File: src/sv/chtr_pkg.sv
// shared types and codes for the convex hull trick line store
package chtr_pkg;

  // request kinds
  localparam logic [1:0] KIND_ADD   = 2'd0;
  localparam logic [1:0] KIND_UNDO  = 2'd1;
  localparam logic [1:0] KIND_QUERY = 2'd2;
  localparam logic [1:0] KIND_SPARE = 2'd3;

  // result status codes
  localparam logic [1:0] STAT_OK      = 2'd0;
  localparam logic [1:0] STAT_EMPTY   = 2'd1;
  localparam logic [1:0] STAT_FULL    = 2'd2;
  localparam logic [1:0] STAT_NO_UNDO = 2'd3;

  // configuration register map (register index is address bit 2)
  localparam int unsigned PADDR_W       = 3;
  localparam logic        REG_LOWER_ENV = 1'b0;
  localparam logic        REG_DECR      = 1'b1;

  // line store read selection
  typedef enum logic [1:0] {
    RD_NONE,
    RD_PAIR,
    RD_ZERO,
    RD_POS
  } rd_sel_e;

  // controller to datapath commands
  typedef struct packed {
    logic       latch;
    logic       add_init;
    logic       qry_init;
    rd_sel_e    rd_sel;
    logic       norm;
    logic       mul_en;
    logic [1:0] mul_idx;
    logic       acc_en;
    logic       add_dec;
    logic       add_commit;
    logic       rb_rd;
    logic       rb_apply;
    logic       ev_mul;
    logic       ev_add;
    logic       q_init;
    logic       q_step;
    logic       out_load;
    logic [1:0] out_status;
  } cmd_t;

  // datapath to controller status
  typedef struct packed {
    logic [1:0] kind;
    logic       cnt_lt2;
    logic       cnt_zero;
    logic       add_full;
    logic       undo_empty;
    logic       add_more;
    logic       q_more;
  } sts_t;

endpackage

File: src/sv/chtr_ctrl.sv
// controller: sequences add, rollback and query requests over the datapath
module chtr_ctrl (
  input  logic           clk_i,
  input  logic           rst_ni,
  input  logic           req_valid_i,
  output logic           req_ready_o,
  output logic           rsp_valid_o,
  input  logic           rsp_ready_i,
  input  chtr_pkg::sts_t sts_i,
  output chtr_pkg::cmd_t cmd_o
);

  localparam logic [4:0] S_IDLE     = 5'd0;
  localparam logic [4:0] S_DISP     = 5'd1;
  localparam logic [4:0] S_A_RD     = 5'd2;
  localparam logic [4:0] S_A_NORM   = 5'd3;
  localparam logic [4:0] S_A_M0     = 5'd4;
  localparam logic [4:0] S_A_M1     = 5'd5;
  localparam logic [4:0] S_A_M2     = 5'd6;
  localparam logic [4:0] S_A_M3     = 5'd7;
  localparam logic [4:0] S_A_M4     = 5'd8;
  localparam logic [4:0] S_A_DEC    = 5'd9;
  localparam logic [4:0] S_A_CHK    = 5'd10;
  localparam logic [4:0] S_A_FETCH  = 5'd11;
  localparam logic [4:0] S_A_COMMIT = 5'd12;
  localparam logic [4:0] S_RB_RD    = 5'd13;
  localparam logic [4:0] S_RB_APPLY = 5'd14;
  localparam logic [4:0] S_Q_RD     = 5'd15;
  localparam logic [4:0] S_Q_MUL    = 5'd16;
  localparam logic [4:0] S_Q_ADD    = 5'd17;
  localparam logic [4:0] S_Q_STEP   = 5'd18;
  localparam logic [4:0] S_Q_CHK    = 5'd19;
  localparam logic [4:0] S_DONE     = 5'd20;

  logic [4:0] state_q, state_d;
  logic [1:0] stat_q, stat_d;
  logic       first_q, first_d;
  logic       valid_q, valid_d;

  // next state and commands
  always_comb begin
    state_d = state_q;
    stat_d  = stat_q;
    first_d = first_q;
    cmd_o   = '0;
    unique case (state_q)
      S_IDLE: begin
        if (req_valid_i) begin
          cmd_o.latch = 1'b1;
          state_d     = S_DISP;
        end
      end
      S_DISP: begin
        stat_d = chtr_pkg::STAT_OK;
        unique case (sts_i.kind)
          chtr_pkg::KIND_ADD: begin
            cmd_o.add_init = 1'b1;
            state_d        = sts_i.cnt_lt2 ? S_A_FETCH : S_A_RD;
          end
          chtr_pkg::KIND_UNDO: begin
            if (sts_i.undo_empty) begin
              stat_d  = chtr_pkg::STAT_NO_UNDO;
              state_d = S_DONE;
            end else begin
              state_d = S_RB_RD;
            end
          end
          chtr_pkg::KIND_QUERY: begin
            if (sts_i.cnt_zero) begin
              stat_d  = chtr_pkg::STAT_EMPTY;
              state_d = S_DONE;
            end else begin
              cmd_o.qry_init = 1'b1;
              first_d        = 1'b1;
              state_d        = S_Q_RD;
            end
          end
          default: state_d = S_DONE;
        endcase
      end
      // add search step: read pair, normalize, four partial products
      S_A_RD: begin
        cmd_o.rd_sel = chtr_pkg::RD_PAIR;
        state_d      = S_A_NORM;
      end
      S_A_NORM: begin
        cmd_o.norm = 1'b1;
        state_d    = S_A_M0;
      end
      S_A_M0: begin
        cmd_o.mul_en  = 1'b1;
        cmd_o.mul_idx = 2'd0;
        state_d       = S_A_M1;
      end
      S_A_M1: begin
        cmd_o.mul_en  = 1'b1;
        cmd_o.mul_idx = 2'd1;
        cmd_o.acc_en  = 1'b1;
        state_d       = S_A_M2;
      end
      S_A_M2: begin
        cmd_o.mul_en  = 1'b1;
        cmd_o.mul_idx = 2'd2;
        cmd_o.acc_en  = 1'b1;
        state_d       = S_A_M3;
      end
      S_A_M3: begin
        cmd_o.mul_en  = 1'b1;
        cmd_o.mul_idx = 2'd3;
        cmd_o.acc_en  = 1'b1;
        state_d       = S_A_M4;
      end
      S_A_M4: begin
        cmd_o.acc_en = 1'b1;
        state_d      = S_A_DEC;
      end
      S_A_DEC: begin
        cmd_o.add_dec = 1'b1;
        state_d       = S_A_CHK;
      end
      S_A_CHK: begin
        state_d = sts_i.add_more ? S_A_RD : S_A_FETCH;
      end
      // add commit: fetch old slot, then write undo entry and new line
      S_A_FETCH: begin
        if (sts_i.add_full) begin
          stat_d  = chtr_pkg::STAT_FULL;
          state_d = S_DONE;
        end else begin
          cmd_o.rd_sel = chtr_pkg::RD_POS;
          state_d      = S_A_COMMIT;
        end
      end
      S_A_COMMIT: begin
        cmd_o.add_commit = 1'b1;
        state_d          = S_DONE;
      end
      // rollback
      S_RB_RD: begin
        cmd_o.rb_rd = 1'b1;
        state_d     = S_RB_APPLY;
      end
      S_RB_APPLY: begin
        cmd_o.rb_apply = 1'b1;
        state_d        = S_DONE;
      end
      // query step: read, multiply, add, compare
      S_Q_RD: begin
        cmd_o.rd_sel = first_q ? chtr_pkg::RD_ZERO : chtr_pkg::RD_PAIR;
        state_d      = S_Q_MUL;
      end
      S_Q_MUL: begin
        cmd_o.ev_mul = 1'b1;
        state_d      = S_Q_ADD;
      end
      S_Q_ADD: begin
        cmd_o.ev_add = 1'b1;
        state_d      = S_Q_STEP;
      end
      S_Q_STEP: begin
        if (first_q) cmd_o.q_init = 1'b1;
        else         cmd_o.q_step = 1'b1;
        first_d = 1'b0;
        state_d = S_Q_CHK;
      end
      S_Q_CHK: begin
        state_d = sts_i.q_more ? S_Q_RD : S_DONE;
      end
      // hand the result to the output register once it is free
      S_DONE: begin
        if (!valid_q || rsp_ready_i) begin
          cmd_o.out_load   = 1'b1;
          cmd_o.out_status = stat_q;
          state_d          = S_IDLE;
        end
      end
      default: state_d = S_IDLE;
    endcase
  end

  // result valid
  always_comb begin
    if (cmd_o.out_load)   valid_d = 1'b1;
    else if (rsp_ready_i) valid_d = 1'b0;
    else                  valid_d = valid_q;
  end

  always_ff @(posedge clk_i or negedge rst_ni) begin
    if (!rst_ni) begin
      state_q <= S_IDLE;
      stat_q  <= chtr_pkg::STAT_OK;
      first_q <= 1'b0;
      valid_q <= 1'b0;
    end else begin
      state_q <= state_d;
      stat_q  <= stat_d;
      first_q <= first_d;
      valid_q <= valid_d;
    end
  end

  assign req_ready_o = state_q == S_IDLE;
  assign rsp_valid_o = valid_q;

endmodule

File: config.mk
export PLATFORM = sky130hd
export DESIGN_NAME = chtr_ctrl
export DESIGN_NICKNAME = d
export VERILOG_FILES = /design/src/sv/chtr_pkg.sv /design/src/sv/chtr_ctrl.sv
export SDC_FILE = /design/constraint.sdc
export NUM_CORES = 1
export LEC_CHECK = 0
export BUFFER_PORTS_ARGS = -buffer_cell sky130_fd_sc_hd__buf_2
export CELL_PAD_IN_SITES_DETAIL_PLACEMENT = 0
export CELL_PAD_IN_SITES_GLOBAL_PLACEMENT = 1
export CORE_MARGIN = 10
export CORE_UTILIZATION = 35
export CTS_BUF_LIST = sky130_fd_sc_hd__clkbuf_2 sky130_fd_sc_hd__clkbuf_4 sky130_fd_sc_hd__clkbuf_8
export DETAILED_ROUTE_END_ITERATION = 6
export GPL_TIMING_DRIVEN = 0
export HOLD_SLACK_MARGIN = 0.1
export PLACE_DENSITY_LB_ADDON = 0.12
export RECOVER_POWER = 50
export SYNTH_ARGS = -nofsm -noshare
export SYNTH_HDL_FRONTEND = slang
export SYNTH_SLANG_ARGS = --single-unit
File: constraint.sdc
create_clock -name clk_i -period 1.5 [get_ports clk_i]
set_input_delay 0.075 -clock clk_i [delete_from_list [all_inputs] [get_ports clk_i]]
set_output_delay 0.075 -clock clk_i [all_outputs]
set_load 0.03 [all_outputs]
-- Word-level counts from Yosys, hierarchy flattened
Cells that the tools add are included.
- input port bits: 12
- word-level logic and storage cells: 86
- bits in registers: 9
- output and inout bits: 23
- reductions and logical operators: 12
- equality and inequality tests: 27
- muxes and demuxes: 43
- operators by type and width (operator ; count):
    5-bit one-hot mux with 20 select lines ; 1
    5-bit by 4-bit equality test with 1-bit output (second input constant) ; 8
    5-bit 2-to-1 mux ; 6
    5-bit equality test (second input constant) ; 5
    5-bit by 3-bit equality test with 1-bit output (second input constant) ; 4
    1-bit 2-to-1 mux ; 20
    5-bit one-hot mux with 3 select lines ; 1
    2-bit 2-to-1 mux ; 6
    3-bit one-hot mux with 4 select lines ; 1
    5-bit by 2-bit equality test with 1-bit output (second input constant) ; 2
    4-bit 2-to-1 mux ; 2
    2-bit inequality test (second input constant) ; 4
    2-bit one-hot mux with 2 select lines ; 2
    3-bit 2-to-1 mux ; 2
    2-bit one-hot mux with 3 select lines ; 1
    2-bit nonzero test ; 3
    5-bit by 1-bit equality test with 1-bit output (second input constant) ; 1
    5-bit zero test ; 1
    2-bit AND reduction ; 2
    4-bit OR reduction ; 1
    3-bit AND reduction ; 1
    2-bit by 1-bit equality test with 1-bit output (second input constant) ; 1
    2-bit equality test (second input constant) ; 1
    2-bit zero test ; 1
    5 further kinds ; 5

-- Logic depth before layout (Yosys ltp)
- word-level depth: 5
- mapped depth: 6

-- Worst setup path after synthesis
OpenSTA, ideal clock, no wires.
- path type: register -> output
- start: reg state_q[4]
- end: out cmd_o[17] in the netlist's numbering
- required time: 1425 ps
- path buffers: 2
- setup slack: -358 ps
- arrival time: 1783 ps
- stages on the path, launching flop included: 4
- path through: dfrtp_1 buf_2 buf_1 nor4_1
- RTL lines (item ; RTL line ; source):
    from (decl) ; chtr_ctrl.sv:35 ; logic [4:0] state_q, state_d;
    from (signal assigned) ; chtr_ctrl.sv:195 ; state_q <= state_d;
    to (decl) ; chtr_ctrl.sv:10 ; output chtr_pkg::cmd_t cmd_o

==> results.toml <==
[status]
status = "complete, but fails checks"
violations = "setup timing"

[worst_setup_path]
cp_slowest_cell = "dfrtp_1"
slowest_delay_ps = 430
worst_ep_arrival_time_ps = 1550
crit_path_max_fanout = 4
path_depth = 6
worst-path-buf-inv = 2
cp-start-kind = "flop"
crit_family = "simple AND/OR/NAND/NOR gates"
worstSetupPathType = "flop to output pin"
rr_worst_depth = 4
required_ps = 1420
path_cells = "buf_4 > nor2_4 > nand4_1 > nor2_2 > and2_1 > buf_6"
end_kind = "output pin"

[final_layout]
fillers = 185
syn_to_final_growth_pct = 91.16
layout_commonest_cell = "buf_4"
mostFrequentLayoutCells = "buf_4, buf_6, buf_2"
layout-drive-gt1-share_pct = 60.64
antenna_cells_inserted = 0
nets = 205

[route]
wl_um = 3665
drt_iter0_drc = 85
ant_nets = 0
drt-vias-per-instance = 5.514
via_count = 1202
wl_per_cell_um = 16.81
drc = 0
dr.pass1.iters = 4

[floorplan]
die_w_um = 70.49
rows = 18
initial_core_util_pct = 36.34
ios = 35
coreArea_mm2 = 0.002455
die_area_mm2 = 0.004968
die_h_um = 70.49

[hold_path]
holdPathStages = 3
hold_class = "input pin to flop"

[pwr]
power.density_mw_per_mm2 = 1997
fin_total_pwr_mw = 3.406
ir_drop_v = 0.001304
leakagePower_nw = 0.7866

[global_route]
grt_max_degree = 11
grt_pass1_vias = 1205
grt_first_pass_wirelength_um = 5609
grt_overflow = 0
antenna_found_initial = 0
grt_use_total_pct = 13.18

[cts]
cts_buffers = 3
cts.sinks = 9
clk_latency_ps = 270
cts_tree = "built"
cts.clk_slew.worst_paths_ps = 70
h-tree-depth = 1
ctsLongestPathBuffers = 2
root_buffer = "clkbuf_4"

[sta]
period_share_pct = 108.6
skew_ps = 13.46
finalCriticalPeriod_ps = 1630
worstMarginPinSlew_ps = 506.4
hold-worst-slack_ps = 134.8
fmax_mhz = 613.7
rsz0062_at_grt = "yes"
slew_headroom_pct = 66.24
postLayoutSetupSlackWorst_ps = -129.6
slew_violations = 0
setup_violations = 19
finalHoldViolations = 0

[synth]
synth_flop_cell = "dfrtp_1"
syn_area_um2 = 892.1
synth_cells = 120
syn_area_per_cell_um2 = 7.434
ys_seq_elements = 9
synth.distinct_cells = 40
ys_warn_count = 0
synth_seq_area_share_pct = 25.25
synth_nets = 136
synthArstFlopShare_pct = 100.0
synth_edf_count = 0

[place]
place_congestion = 0.8533
hpwl_um = 2370
portBuffers = 34

[job]
max_cap_violations = 0
[metal layers]
metal | vias up | wire length, µm | track usage (%)
met5 | - | 0 | 0
met4 | 0 | 40 | 3.947
met3 | 4 | 225 | 4.661
met2 | 41 | 1926 | 22.65
met1 | 591 | 1473 | 14.72
li1 | 566 | - | -
[cells in the mapped netlist (2+ instances only)]
| library cell | instances | area share, % |
|---|---|---|
| nand2b_1 | 4 | 2.8 |
| ha_1 | 4 | 5.6 |
| and3_1 | 2 | 1.4 |
| a21o_1 | 2 | 1.7 |
| inv_1 | 7 | 2.9 |
| nor2b_1 | 3 | 2.1 |
| buf_2 | 6 | 3.4 |
| dfrtp_1 | 9 | 25 |
| o21ai_0 | 7 | 3.9 |
| nor4_1 | 3 | 2.1 |
| nand3_1 | 4 | 2.2 |
| nor2_1 | 20 | 8.4 |
| a21oi_1 | 7 | 3.9 |
| and2_1 | 4 | 2.8 |
| nand4_1 | 2 | 1.4 |
| a31oi_1 | 2 | 1.4 |
| nand2_1 | 4 | 1.7 |
| nor3_1 | 8 | 4.5 |
[sequential cells by signal (all words and copies together) (netlist names)]
signal and flops:
state_q 5, stat_q 2, first_q 1, rsp_valid_o 1
[final timing paths]
check	end	from	slack [ps]
max in group asynchronous	state_q[2]	rst_ni	840
worst min register to register	stat_q[0]	stat_q[0]	510
worst max register to register	stat_q[0]	state_q[1]	-30
worst min-delay path	stat_q[1]	sts_i[2]	130
min in group asynchronous	stat_q[1]	rst_ni	270
worst max-delay path	cmd_o[1]	state_q[1]	-130
[what timing repair did]
item / 4_1_cts / 5_1_grt
endpoints found under the setup margin: 26 / 25
hold buffers: 2 / 0
buffers inserted: 16 / 12
gates resized for setup: 52 / 40
pin swaps: 10 / 8
gates cloned: 0 / 1
hold endpoints to repair: 10 / 0
[cell families (layout without fill, tap and decap cells)]
logic type / after synthesis / count (layout) / share of synthesized area (%)
flip-flops: 9 / 9 / 25.25
buffers and inverters: 15 / 83 / 7.574
adder cells (fa/ha/maj): 4 / 4 / 5.610
AND/OR/NAND/NOR: 61 / 61 / 37.31
multiplexers: 1 / 1 / 1.262
AO/OA/AOI/OAI: 30 / 30 / 23.00
[worst min-delay path, cell delays in order]
cell and delay (ps):
buf_2 90, nand4_1 100, nand3_1 100
[stage by stage]
step	setup WS, ps	cells	TNS, ps	util (%)	area [µm²]
6_report	-129.6	218	-1209	69.47	1705
5_1_grt	-169.9	218	-2165	69.47	1705
4_1_cts	-108.0	205	-694.3	59.99	1473
3_5_place_dp	-92.08	184	-761.9	46.48	1141
3_3_place_gp	-105.6	184	-890.9	46.48	1141
2_1_floorplan	-195.8	120	-625.0	-	933.4
[power by group]
| part | leakage [nW] | switching [mW] | total [mW] | internal [mW] |
|---|---|---|---|---|
| sequential | 0.113 | 0.135 | 0.494 | 0.359 |
| combinational | 0.655 | 1.45 | 2.70 | 1.25 |
| clock | 0.0184 | 0.0934 | 0.214 | 0.121 |
[cell type report]
type	count	area, µm²	share of cell area [%]
inverters	7	32.53	1.908
plain buffers	7	75.07	4.402
clock buffers	4	30.03	1.761
well taps	30	37.54	2.201
flip-flops and latches	9	229.0	13.43
multi-input cells	96	787.0	46.15
repair buffers	65	514.2	30.15
Note: power is estimated with default switching activity, not from simulation.
